===== src/design/assert_macros.svh =====
// Assertion macros used by the lottery scheduler top level.
`ifndef ASSERT_MACROS_SVH
`define ASSERT_MACROS_SVH

// Same-cycle implication, sampled on clk and disabled while rst is high.
`define LSCH_ASSERT_NOW(label, ante, cons) \
  label: assert property (@(posedge clk) disable iff (rst) (ante) |-> (cons)) \
    else $error("lottery scheduler check failed");

// Next-cycle implication, sampled on clk and disabled while rst is high.
`define LSCH_ASSERT_NEXT(label, ante, cons) \
  label: assert property (@(posedge clk) disable iff (rst) (ante) |=> (cons)) \
    else $error("lottery scheduler check failed");

`endif


===== src/design/lsch_pkg.sv =====
// Shared constants, codes and types of the lottery scheduler.
`timescale 1ns / 1ps

package lsch_pkg;

  localparam int CMD_W      = 2;
  localparam int SLOT_W     = 4;
  localparam int BURST_W    = 16;
  localparam int TICKET_W   = 5;
  localparam int DRAWN_W    = 9;
  localparam int TIME_W     = 20;
  localparam int STATUS_W   = 2;
  localparam int CFG_W      = 16;
  localparam int CFG_IDX_W  = 1;
  localparam int PCOUNT_W   = 5;

  // Largest ticket count one slot can hold, used to size the running ticket sum.
  localparam int TICKET_LIMIT = 31;
  localparam int DEFAULT_MAX_SLOTS = 16;

  localparam logic [TIME_W-1:0] TIME_MAX = {TIME_W{1'b1}};

  localparam logic [CMD_W-1:0] CMD_LOAD = 2'd0;
  localparam logic [CMD_W-1:0] CMD_DRAW = 2'd1;
  localparam logic [CMD_W-1:0] CMD_READ = 2'd2;
  localparam logic [CMD_W-1:0] CMD_NOP  = 2'd3;

  localparam logic [STATUS_W-1:0] ST_RAN       = 2'd0;
  localparam logic [STATUS_W-1:0] ST_FINISHED  = 2'd1;
  localparam logic [STATUS_W-1:0] ST_NO_TICKET = 2'd2;
  localparam logic [STATUS_W-1:0] ST_DONE      = 2'd3;

  localparam logic [CFG_IDX_W-1:0] REG_PROCESS_COUNT = 1'b0;
  localparam logic [CFG_IDX_W-1:0] REG_QUANTUM       = 1'b1;

  // Data that travels down the cell chain during one sweep.
  typedef struct packed {
    logic              found;
    logic              started;
    logic              nz;
    logic [BURST_W-1:0] rem;
    logic [TIME_W-1:0] waited;
    logic [TIME_W-1:0] finish_at;
    logic [TIME_W-1:0] first_run_at;
  } lsch_stats_t;

  // Slot load, broadcast to every cell in the accept cycle.
  typedef struct packed {
    logic                we;
    logic [SLOT_W-1:0]   slot;
    logic [BURST_W-1:0]  burst;
    logic [TICKET_W-1:0] tickets;
  } lsch_load_t;

  // Result of a granted draw, broadcast to every cell.
  typedef struct packed {
    logic               apply;
    logic [BURST_W-1:0] ran;
    logic [TIME_W-1:0]  clock_old;
    logic [TIME_W-1:0]  clock_new;
  } lsch_commit_t;

endpackage


===== src/design/lsch_cell.sv =====
// One slot cell: holds a slot's state and takes part in the ticket sweep.
`timescale 1ns / 1ps

module lsch_cell #(
  parameter int IDX   = 0,
  parameter int IDX_W = 4,
  parameter int CNT_W = 5,
  parameter int CUM_W = 11
) (
  input  logic                          clk,
  input  logic                          rst,
  input  logic [CNT_W-1:0]              n_eff,
  input  logic [lsch_pkg::CMD_W-1:0]    cmd,
  input  logic [lsch_pkg::SLOT_W-1:0]   slot,
  input  logic [lsch_pkg::DRAWN_W-1:0]  drawn,
  input  lsch_pkg::lsch_load_t          load,
  input  lsch_pkg::lsch_commit_t        upd,
  input  logic [IDX_W-1:0]              win,
  input  logic                          carry_valid,
  input  logic [CUM_W-1:0]              carry_cum,
  input  logic [IDX_W-1:0]              carry_win,
  input  lsch_pkg::lsch_stats_t         carry_stats,
  output logic                          pass_valid,
  output logic [CUM_W-1:0]              pass_cum,
  output logic [IDX_W-1:0]              pass_win,
  output lsch_pkg::lsch_stats_t         pass_stats
);

  localparam logic [CNT_W-1:0] IDX_C = CNT_W'(IDX);
  localparam logic [IDX_W-1:0] IDX_I = IDX_W'(IDX);

  logic [lsch_pkg::BURST_W-1:0]  rem;
  logic [lsch_pkg::TICKET_W-1:0] tix;
  logic [lsch_pkg::TIME_W-1:0]   waited;
  logic [lsch_pkg::TIME_W-1:0]   finish_at;
  logic [lsch_pkg::TIME_W-1:0]   first_run_at;
  logic                          started;

  logic                          active;
  logic                          read_hit;
  logic                          load_hit;
  logic                          win_hit;
  logic                          match;
  logic [CUM_W-1:0]              hi;
  logic [CUM_W-1:0]              drawn_x;
  logic [lsch_pkg::TIME_W:0]     wait_sum;
  logic [lsch_pkg::TIME_W-1:0]   wait_sat;
  lsch_pkg::lsch_stats_t         stats;

  always_comb begin
    active   = IDX_C < n_eff;
    read_hit = 32'(slot) == IDX;
    load_hit = 32'(load.slot) == IDX;
    win_hit  = win == IDX_I;
    hi       = carry_cum + CUM_W'(tix);
    drawn_x  = CUM_W'(drawn);
    // This slot owns tickets carry_cum+1 .. carry_cum+tix.
    match    = (cmd == lsch_pkg::CMD_DRAW) && active && !carry_stats.found &&
               (drawn_x > carry_cum) && (drawn_x <= hi);
    wait_sum = {1'b0, waited} + (lsch_pkg::TIME_W + 1)'(upd.ran);
    wait_sat = wait_sum[lsch_pkg::TIME_W] ? lsch_pkg::TIME_MAX
                                          : wait_sum[lsch_pkg::TIME_W-1:0];
    stats = carry_stats;
    if (match) begin
      stats.found   = 1'b1;
      stats.started = started;
      stats.rem     = rem;
    end
    if ((cmd == lsch_pkg::CMD_READ) && read_hit) begin
      stats.rem          = rem;
      stats.waited       = waited;
      stats.finish_at    = finish_at;
      stats.first_run_at = first_run_at;
    end
    // The winner is left out here; its new remaining burst is judged after the grant.
    if (active && !match && (rem != '0)) begin
      stats.nz = 1'b1;
    end
  end

  always_ff @(posedge clk) begin
    if (rst) begin
      pass_valid <= 1'b0;
    end else begin
      pass_valid <= carry_valid;
    end
  end

  always_ff @(posedge clk) begin
    pass_cum   <= active ? hi : carry_cum;
    pass_win   <= match ? IDX_I : carry_win;
    pass_stats <= stats;
  end

  always_ff @(posedge clk) begin
    if (rst) begin
      rem          <= '0;
      tix          <= '0;
      waited       <= '0;
      finish_at    <= '0;
      first_run_at <= '0;
      started      <= 1'b0;
    end else if (load.we && load_hit) begin
      rem          <= load.burst;
      tix          <= load.tickets;
      waited       <= '0;
      finish_at    <= '0;
      first_run_at <= '0;
      started      <= 1'b0;
    end else if (upd.apply) begin
      if (win_hit) begin
        rem     <= rem - upd.ran;
        started <= 1'b1;
        if (!started) begin
          first_run_at <= upd.clock_old;
        end
        if (rem == upd.ran) begin
          finish_at <= upd.clock_new;
        end
      end else if (active && (rem != '0)) begin
        waited <= wait_sat;
      end
    end
  end

endmodule


===== config.mk =====
export PLATFORM = sky130hd
export DESIGN_NAME = lsch_cell
export DESIGN_NICKNAME = d
export VERILOG_FILES = /design/src/design/assert_macros.svh /design/src/design/lsch_pkg.sv /design/src/design/lsch_cell.sv
export SDC_FILE = /design/constraint.sdc
export NUM_CORES = 1
export LEC_CHECK = 0
export BUFFER_PORTS_ARGS = -buffer_cell sky130_fd_sc_hd__buf_2
export CAP_MARGIN = 20
export CORE_ASPECT_RATIO = 1.5
export CORE_MARGIN = 5
export CORE_UTILIZATION = 54
export DETAILED_ROUTE_END_ITERATION = 12
export MAX_ROUTING_LAYER = met4
export PLACE_DENSITY = 0.95
export SLEW_MARGIN = 10
export SYNTH_ARGS = -nofsm -noshare
export SYNTH_HDL_FRONTEND = slang
export SYNTH_SLANG_ARGS = --single-unit

===== constraint.sdc =====
create_clock -name clk -period 8.7 [get_ports clk]
set_clock_uncertainty 0.05 [all_clocks]
set_input_delay 0.435 -clock clk [delete_from_list [all_inputs] [get_ports clk]]
set_output_delay 0.435 -clock clk [all_outputs]
set_load 0.02 [all_outputs]

Word-level counts from Yosys, hierarchy flattened --
Index checks and enable logic that the tools add are counted.
Cells by class: $add $sub $neg 3, $lt $le $gt $ge 3, equal/unequal tests 3, multiplexer cells 8, bitwise operators 2, reduce and logical (&&, ||, !) cells 23
Operators with widths (count):
- 76-bit two-way mux | 1
- 16-bit two-way mux | 4
- 20-bit by 16-bit adder with 21-bit output | 1
- 20-bit two-way mux | 1
- 16-bit equality test | 1
- 16-bit nonzero test | 1
- 16-bit subtractor | 1
- 4-bit logical NOT | 3
- 11-bit by 5-bit adder with 11-bit output | 1
- 9-bit by 11-bit > comparator with 1-bit output | 1
- 9-bit by 11-bit <= comparator with 1-bit output | 1
- 11-bit two-way mux | 1
- 1-bit logical AND | 9
- 3-bit AND reduction | 3
- 1-bit by 5-bit < comparator with 1-bit output, first input constant | 1
- 2-bit AND reduction | 2
- 2-bit nonzero test | 2
- 2-bit by 1-bit equality test with 1-bit output, second input constant | 1
- 2-bit equality test, second input constant | 1
- 1-bit logical NOT | 2
- 1-bit NOT | 2
- 2-bit OR reduction | 1
- 1-bit two-way mux | 1
Storage, ports and cells: register bits 177, input port bits 204, output and inout bits 95, logic and storage cells 58

Longest topological paths before layout --
Gate-level depths: netlist of run 1.
word-level depth 8, gate-level depth with buffers 16, mapped depth without buffers 15

Worst setup path after synthesis of run 1 --
No wires, ideal clock.
path type input to register, start point in carry_cum[0], end point reg pass_stats[65] (netlist name), setup time 0.121 ns, data arrival time 3.249 ns, required time 8.529 ns, setup slack 5.279 ns, stages 16, path buffers 1, path through ha_1 inv_1 fa_1 nor2b_1 o21a_1 o21ai_0 ha_1 or2_2 a21oi_1 a21oi_1 a21oi_1 a21oi_1 o22ai_2 nor2_4 buf_6 mux2_4
RTL lines:
- start, declared | RTL line lsch_cell.sv:20 | input logic [CUM_W-1:0] carry_cum,
- end signal, assigned | RTL line lsch_cell.sv:92 | pass_stats <= stats;
- end, declared | RTL line lsch_cell.sv:26 | output lsch_pkg::lsch_stats_t pass_stats

==> results.toml, run 1 <==
[setup_path]
worstPathRequired_ns = 8.96
worstPathMaxFanout = 16
startpoint_type = "register"
crit_path_max_incr_delay_ns = 0.49
cp_cell_sequence = "ha_1, inv_1, fa_1, nor2b_1, o31ai_2, and2_1, nand2b_1, xnor2_1, ha_1, nand4_1, nor2_1, a22oi_1, o22ai_2, nor2_4, mux2_2"
critPathArrivalTime_ns = 4.00
critical_path_class = "register to register"
endpoint_kind = "register"
slowest_stage = "nor2_4"
crit_path_frequent_cell = "ha_1"
rr_worst_depth = 15

[detailed_routing]
drcViolationCount = 0
drt_wl_total_mm = 25.7
ant_nets = 0
avgRoutedWirePerCell_um = 17.1
viasPerCell = 5.46
drt-initial-drc-count = 526
dr.pass1.iters = 5
via_count = 8217

[grt]
grt_usage = 0.280
grt_max_degree = 65
gr-total-overflow = 0
grt_pass1_vias = 8167
antenna_found_initial = 0
grt_pass1_wl_mm = 40.1

[clock_tree]
clk_latency_ns = 0.43
cts_buffers = 17
cts_resized = 0
holdBufCountCts = 0
numClockSinks = 177
htreeDepth = 4
cts_setup_buffers = 0
path_clk_slew_ns = 0.08
clock_path_buffers = 2
cts_root_buffer = "clkbuf_16"
cts_tree = "done"

[synthesis]
yosysSeqAreaShare = 0.421
ys_ff_latch = 177
synth_top_area_share = 0.421
netlist.top_cell.by_area = "dfxtp_1"
yosysMostFrequentCell = "nand2_1"
synth_area_leaders = "dfxtp_1 (42%), nand2_1 (11%), ha_1 (7.9%)"
yosys_warnings = 0
synth_common_cells = "nand2_1 (258), dfxtp_1 (177), a21oi_1 (70)"
synth-main-ff-cell = "dfxtp_1"
syn_area_um2 = 8420
synth-edff-count = 0
synthesis.nets = 1269
postSynth.asyncResetShare = 0
ys_types = 62
syn_inst = 1009
syn_avg_cell_area_um2 = 8.35

[die]
dieArea_um2 = 18200
start_util = 0.544
ioPinCount = 299
num_rows = 56
core-area_um2 = 15500
die_w_um = 112
dieHeight_um = 163

[layout]
layout-drive-gt1-share = 0.286
final_nets = 1549
layout.cells.non_filler = 1506
design_area_um2 = 10700
final_core_util = 0.689
area.growth.synth_to_final_pct = 26.7

[min_path]
hold_class = "input port to register"
holdPathStages = 3

[sta]
slew_violations = 0
rsz0062_at_grt = "no"
setup_viol = 0
setup_tns_ns = 0
min_period_ns = 3.73
tightest_slew_ns = 1.03
min_period_over_period = 0.429
worst_slew_margin_rel = 0.309
max_freq_ghz = 0.268
setup_ws_ns = 4.97
hold_viol = 0

[pwr]
pwr-share-clk = 0.389
p_leak_uw = 0.00525
pwr-share-comb = 0.176
power.switching_uw = 592
power_density_nw_per_um2 = 188
vdd_drop_max_uv = 132
netSwitchingFraction = 0.294
p_int_uw = 1420
p_seq_frac = 0.435

[run]
drv_cap = 0

[place]
place_area_um2 = 10000
dp_worst_setup_slack_ns = 4.79
hpwl_mm = 19.9
dp.cells = 1473
place.gp.congestion = 0.946
port_buffers = 298

[status]
outcome = "finished clean"
through the flow:
step           total power, uW  hold WS [ns]
2_1_floorplan             1110         0.365
3_3_place_gp              1230         0.372
3_5_place_dp              1240         0.380
4_1_cts                   2020         0.133
5_1_grt                   2100         0.140
6_report                  2010         0.139
per-layer routing:
| layer | GRT usage | wire length [um] | vias to the layer above |
|---|---|---|---|
| li1 | - | - | 4005 |
| met2 | 0.497 | 13500 | 363 |
| met3 | 0.0502 | 1600 | 77 |
| met5 | - | 0 | - |
| met4 | 0.125 | 939 | 0 |
| met1 | 0.305 | 9680 | 3772 |
cell usage in the layout (no fill, tap or decap), drive strengths merged, types with 13 or more instances in the layout:
cell type	netlist	routed
dfxtp	177	177
nor2	68	68
a211oi	13	13
nand2	258	258
clkbuf	36	17
inv	39	44
a21oi	70	70
o21ai	50	50
ha	53	53
xnor2	21	21
buf	6	303
mux2	18	18
mux2i	24	24
xor2	14	14
nor3	13	13
critical path, delay by kind of cell, from the launching register on:
| kind | cells | cell delay (ns) |
|---|---|---|
| AOI/OAI and AO/OA | 3 | 0.51 |
| xor gates and xnor gates | 1 | 0.13 |
| adders and majority gates | 3 | 0.89 |
| buffers and inverters | 1 | 0.06 |
| DFF | 1 | 0.34 |
| muxes | 1 | 0.40 |
| and+or+nand+nor | 6 | 1.22 |
final timing paths:
kind	start	end	slack, ns
setup / recovery	tix[0]	pass_stats[60]	4.97
hold / removal	carry_stats[31]	pass_stats[31]	0.14
setup reg to reg	tix[0]	pass_stats[60]	4.97
hold reg to reg	first_run_at[14]	pass_stats[14]	0.38
flip-flops by register name, summed over array words and instances (netlist names):
register and count:
pass_stats 79, finish_at 20, first_run_at 20, waited 20, rem 16, pass_cum 11, tix 5, pass_win 4
pass_valid 1, started 1
power by group through the flow:
stage	clock network (uW)	registers (uW)	logic, uW
after floorplan	0	922	188
after global placement	0	891	340
after detailed placement	0	893	349
after CTS	790	874	354
after global routing	825	880	393
final	781	875	355
cells by family after synthesis:
| family | count (synthesis) | synth area share |
|---|---|---|
| xor+xnor | 36 | 0.0391 |
| flops | 177 | 0.421 |
| fa+ha+maj | 56 | 0.0858 |
| simple gates | 423 | 0.218 |
| buf+inv | 81 | 0.0371 |
| mux | 42 | 0.0570 |
| compound gates | 194 | 0.142 |
final cells by class:
type,instances,area [um^2]
Fill cell,1233,4810
Multi-Input combinational cell,751,4580
Sequential cell,177,3540
Timing Repair Buffer,303,1530
Clock buffer,17,425
Tap cell,203,254
Clock inverter,14,191
Inverter,39,146
Antenna cell,2,5.00
Note: power is estimated with default switching activity, not from simulation.
==> run 2, diff against run 1 <==
--- a/config.mk
+++ b/config.mk
@@ -9,10 +9,10 @@
 export CAP_MARGIN = 20
 export CORE_ASPECT_RATIO = 1.5
 export CORE_MARGIN = 5
-export CORE_UTILIZATION = 54
+export CORE_UTILIZATION = 50
 export DETAILED_ROUTE_END_ITERATION = 12
 export MAX_ROUTING_LAYER = met4
-export PLACE_DENSITY = 0.95
+export PLACE_DENSITY = 0.9
 export SLEW_MARGIN = 10
 export SYNTH_ARGS = -nofsm -noshare
 export SYNTH_HDL_FRONTEND = slang
==> constraint.sdc (replaced) <==
create_clock -name clk -period 3.7 [get_ports clk]
set_clock_uncertainty 0.05 [all_clocks]
set_input_delay 0.185 -clock clk [delete_from_list [all_inputs] [get_ports clk]]
set_output_delay 0.185 -clock clk [all_outputs]
set_load 0.02 [all_outputs]
==> run 2 against run 1 <==
Compared with the run above:
- highest routed layer unchanged
- flip-flop and latch count did not move
- sequential share of layout area fell by 4.3 points
- sequential power rose by 140%
- final cell count rose by 11%
- utilization rose by 4.5 points
- worst hold slack got worse by 0.13 ns
- worst setup slack got worse by 4.8 ns
- clock power rose by 140%
- non-clock buffer count rose by 156
- critical path depth rose by 3
- clock-buffer cell count did not move
==> results.toml, run 2 (synthesis gave the netlist of run 1 again) <==
[layout]
layout_common_cells = "buf_2 (298), nand2_1 (258), dfxtp_1 (177), dlygate4sd3_1 (147), a21oi_1 (70)"
mostFrequentLayoutCell = "buf_2"
final_nets = 1705
layout-drive-gt1-share = 0.263
area.growth.synth_to_final_pct = 45.5
largest_reg_flops = 79
regMostFlops = "pass_stats"
design_area_um2 = 12300

[sta]
min_period_ns = 3.56
setup_viol = 0
min_period_over_period = 0.961
max_freq_ghz = 0.281
slew_violations = 0
tightest_slew_ns = 1.08
hold_viol = 0
setup_tns_ns = 0
setup_ws_ns = 0.144
worst_slew_margin_rel = 0.276
rsz0062_at_grt = "no"
hold_slack_ns = 0.00506

[setup_path]
crit_family = "compound AO/OA/AOI/OAI gates"
r2r-start = "tix[0]"
worst-path-stages = 18
rr_worst_depth = 16
slowest_stage = "dlygate4sd3_1"
crit_path_max_incr_delay_ns = 0.53
endpoint_kind = "register"
critPathBufInv = 5
critPathArrivalTime_ns = 3.83
worstPathMaxFanout = 7
cp_cell_sequence = "dlygate4sd3_1, buf_2, ha_1, inv_1, fa_1, nor2b_2, buf_4, o31ai_4, o21ai_1, ha_1, or2_2, a21oi_1, a21oi_1, o22ai_1, a21oi_1, o22ai_2, buf_4, mux2_2"
critical_path_class = "input port to register"
crit_path_start = "carry_cum[0]"
worstPathRequired_ns = 3.97
crit_path_frequent_cell = "a21oi_1"
startpoint_type = "input port"

[detailed_routing]
met3WireLength_mm = 2.13
drt-initial-drc-count = 685
via_count = 9291
ant_nets = 0
drt_wl_total_mm = 32.0
top_layer = "met4"
route.met2.wl_mm = 16.4
m1WireLength_mm = 10.9
dr.pass1.iters = 5
drcViolationCount = 0
viasPerCell = 5.56
avgRoutedWirePerCell_um = 19.1

[die]
dieHeight_um = 169
start_util = 0.505
die_w_um = 116
num_rows = 58
core-area_um2 = 16700
dieArea_um2 = 19600
ioPinCount = 299

[run]
drv_cap = 0

[clock_tree]
cts_tree = "done"
cts_buffers = 17
clk_latency_ns = 0.43
cts_root_buffer = "clkbuf_16"
path_clk_slew_ns = 0.07
htreeDepth = 4
clock_path_buffers = 2
numClockSinks = 177

[grt]
antenna_found_initial = 3
grt_pass1_vias = 9762
grt_usage = 0.327
grt_max_degree = 65
gr-total-overflow = 0
grt_pass1_wl_mm = 48.7

[min_path]
hold_class = "input port to register"
holdPathStages = 3
hold_start = "load[9]"

[pwr]
power_density_nw_per_um2 = 401
p_total_uw = 4910
vdd_drop_max_uv = 324
p_leak_uw = 0.00592

[place]
place.gp.congestion = 0.926
port_buffers = 298
place_area_um2 = 10100
dp_worst_setup_slack_ns = 0.210
hpwl_mm = 20.5

[status]
outcome = "finished clean"
[run 2: stage by stage]
stage,std cells,util
final,1672,0.734
after global routing,1671,0.734
after CTS,1667,0.733
after detailed placement,1488,0.607
after global placement,1488,0.607
after floorplan,1009,-
[run 2: cell type report]
type / count / area (um^2)
flip-flops and latches: 177 / 3540
well taps: 210 / 263
multi-input cells: 751 / 4590
clock buffers: 17 / 425
clock inverters: 15 / 201
fillers: 1142 / 4430
repair buffers: 459 / 3080
diodes: 4 / 10.0
inverters: 39 / 146
[run 2: path summary, 6_finish.rpt]
| kind | endpoint | slack, ns |
|---|---|---|
| setup reg to reg | pass_stats[77] | 0.24 |
| setup / recovery | pass_stats[77] | 0.14 |
| hold / removal | rem[4] | 0.005 |
| hold reg to reg | pass_stats[39] | 0.39 |
[run 2: report_power, final]
group          switching [uW]  internal [uW]
clock network             877            978
logic                     531            464
registers                57.4           2010
total                    1460           3450
[run 2: layer usage]
layer | up-vias | track usage
met5 | - | -
met4 | 0 | 0.214
met3 | 203 | 0.0655
met2 | 539 | 0.575
met1 | 4246 | 0.320
li1 | 4303 | -
[run 2: worst register-to-register path: stages (launching register included)]
cell and delay [ns]:
dfxtp_1 0.34, ha_1 0.20, inv_1 0.07, fa_1 0.41
nor2b_2 0.15, buf_4 0.13, o31ai_4 0.07, and2_1 0.20
nand2b_1 0.16, xnor2_1 0.14, ha_1 0.30, nand4_1 0.09
nor2_1 0.16, a22oi_1 0.10, o22ai_2 0.24, buf_4 0.20
mux2_2 0.34
[run 2: timing repair]
item | CTS | global route
hold buffers | 147 | 0
gates resized for setup | 0 | 3
setup endpoints to repair | 0 | 17
hold endpoints to repair | 147 | 0
setup buffers | 0 | 1
==> run 3, diff against run 2 <==
--- a/config.mk
+++ b/config.mk
@@ -5,14 +5,15 @@
 export SDC_FILE = /design/constraint.sdc
 export NUM_CORES = 1
 export LEC_CHECK = 0
+export ABC_AREA = 1
 export BUFFER_PORTS_ARGS = -buffer_cell sky130_fd_sc_hd__buf_2
 export CAP_MARGIN = 20
 export CORE_ASPECT_RATIO = 1.5
 export CORE_MARGIN = 5
-export CORE_UTILIZATION = 50
+export CORE_UTILIZATION = 51
 export DETAILED_ROUTE_END_ITERATION = 12
 export MAX_ROUTING_LAYER = met4
-export PLACE_DENSITY = 0.9
+export PLACE_DENSITY = 0.91
 export SLEW_MARGIN = 10
 export SYNTH_ARGS = -nofsm -noshare
 export SYNTH_HDL_FRONTEND = slang
==> run 3 against run 2 <==
Compared with the run above:
- routed wire length rose by 0.25%
- critical path type unchanged
- maximum frequency rose by 3.3%
- via count rose by 2.9%
- register-to-register slack improved by 0.15 ns
- worst hold slack improved by 0.020 ns
==> results.toml, run 3 <==
[place]
hpwl_mm = 21.2
port_buffers = 298
place.gp.congestion = 0.950
dp_worst_setup_slack_ns = 0.489
place_area_um2 = 10200

[die]
die_w_um = 116
dieHeight_um = 169
num_rows = 58
start_util = 0.515
core-area_um2 = 16700
ioPinCount = 299
dieArea_um2 = 19600

[setup_path]
worstPathMaxFanout = 12
critPathArrivalTime_ns = 3.71
endpoint_kind = "register"
critical_path_class = "input port to register"
startpoint_type = "input port"
rr_worst_depth = 19
worstPathRequired_ns = 3.97

[detailed_routing]
ant_nets = 0
drcViolationCount = 0
top_layer = "met4"
m1WireLength_mm = 11.2
avgRoutedWirePerCell_um = 18.7
via_count = 9556
dr.pass1.iters = 6
drt-initial-drc-count = 842
viasPerCell = 5.58
route.met2.wl_mm = 16.4
drt_wl_total_mm = 32.1
met3WireLength_mm = 2.50

[synthesis]
synth-edff-count = 0
ys_ff_latch = 177
syn_inst = 1062
synth-main-ff-cell = "dfxtp_1"
synth_common_cells = "dfxtp_1 (177), nand2_1 (174), nor2_1 (131)"
yosys_warnings = 0
netlist.top_cell.by_area = "dfxtp_1"
postSynth.asyncResetShare = 0
synthesis.nets = 1322
syn_avg_cell_area_um2 = 8.09
synth_area_leaders = "dfxtp_1 (41%), ha_1 (7.7%), nand2_1 (7.6%)"
yosysMostFrequentCell = "dfxtp_1"
ys_types = 45
synth_top_area_share = 0.412
yosysSeqAreaShare = 0.412
syn_area_um2 = 8590

[grt]
grt_pass1_wl_mm = 49.5
grt_pass1_vias = 9932
grt_usage = 0.331
gr-total-overflow = 0
grt_max_degree = 83
antenna_found_initial = 5

[layout]
final_core_util = 0.733
mostFrequentLayoutCell = "buf_2"
regMostFlops = "pass_stats"
largest_reg_flops = 79
layout_common_cells = "buf_2 (298), dfxtp_1 (177), nand2_1 (173), dlygate4sd3_1 (138), nor2_1 (131)"
layout-drive-gt1-share = 0.280
design_area_um2 = 12200
final_nets = 1747
area.growth.synth_to_final_pct = 42.4

[clock_tree]
holdBufCountCts = 138
clock_path_buffers = 2
numClockSinks = 177
cts_resized = 0
path_clk_slew_ns = 0.07
cts_buffers = 17
cts_setup_buffers = 0
cts_root_buffer = "clkbuf_16"
htreeDepth = 4
cts_tree = "done"
clk_latency_ns = 0.43

[sta]
hold_viol = 0
slew_violations = 0
rsz0062_at_grt = "no"
worst_slew_margin_rel = 0.520
tightest_slew_ns = 0.719
setup_viol = 0
setup_tns_ns = 0
min_period_over_period = 0.931
hold_slack_ns = 0.0249
setup_ws_ns = 0.257
min_period_ns = 3.44
max_freq_ghz = 0.290

[run]
drv_cap = 0

[min_path]
holdPathStages = 3
hold_class = "input port to register"

[pwr]
power_density_nw_per_um2 = 396
p_leak_uw = 0.00591
vdd_drop_max_uv = 327

[status]
outcome = "finished clean"
run 3: changes by cell type after synthesis, sizes merged, moves of 16 or more:
cell / delta
a21oi: -18
mux2i: -24
nor3: +16
nand2: -80
nor2: +63
mux2: +37
o21ai: +48
inv: +51
nand3: +39
a31oi: +16
run 3: worst paths after layout:
check | from | end | slack [ns]
setup / recovery | carry_cum[0] | pass_stats[78] | 0.26
hold / removal | upd[1] | finish_at[1] | 0.02
setup reg to reg | tix[0] | pass_stats[78] | 0.39
hold reg to reg | started | started | 0.42
run 3: cell type report:
class / count / area, um^2
clock buffer: 18 / 429
clock inverter: 13 / 146
tap: 210 / 263
multi-input combinational: 752 / 4520
antenna: 5 / 12.5
sequential: 177 / 3540
inverter: 91 / 342
timing repair buffer: 448 / 2980
fill: 1143 / 4460
run 3: cells by family (layout without fill, tap and decap cells):
logic type / Yosys count / in the layout / share of synthesized area
AO/OA/AOI/OAI: 191 / 191 / 0.121
XOR/XNOR: 29 / 29 / 0.0304
adder cells (fa/ha/maj): 56 / 56 / 0.0842
buffers and inverters: 133 / 570 / 0.0629
flip-flops: 177 / 177 / 0.412
multiplexers: 55 / 55 / 0.0721
other: 0 / 5 / 0
AND/OR/NAND/NOR: 421 / 421 / 0.217
run 3: stage by stage:
stage          power, uW  std cells
4_1_cts             4820       1708
3_5_place_dp        2940       1539
2_1_floorplan       2620       1062
3_3_place_gp        2920       1539
6_report            4840       1714
5_1_grt             5030       1714
run 3: power breakdown:
part	internal, uW	switching (uW)
logic	438	548
clock network	954	832
registers	2010	56.9
run 3: layer usage:
metal  vias to the layer above  global-route usage
li1                       4436                   -
met1                      4401               0.355
met2                       573               0.554
met3                       146              0.0637
met4                         0               0.205
met5                         -                   -
run 3: worst max-delay path, stage by stage:
cell and delay (ns):
dlygate4sd3_1 0.54, buf_2 0.15, ha_1 0.19, inv_1 0.08, fa_1 0.39, inv_1 0.09, nand2_1 0.11, nand3_2 0.12
inv_2 0.06, nor2_1 0.11, xor2_1 0.19, ha_1 0.28, nand4_1 0.10, nor2_1 0.05, nand3_1 0.09, nand2_1 0.06
nor2_1 0.13, nand2_1 0.08, nand2_2 0.22, inv_1 0.17, or2_2 0.31
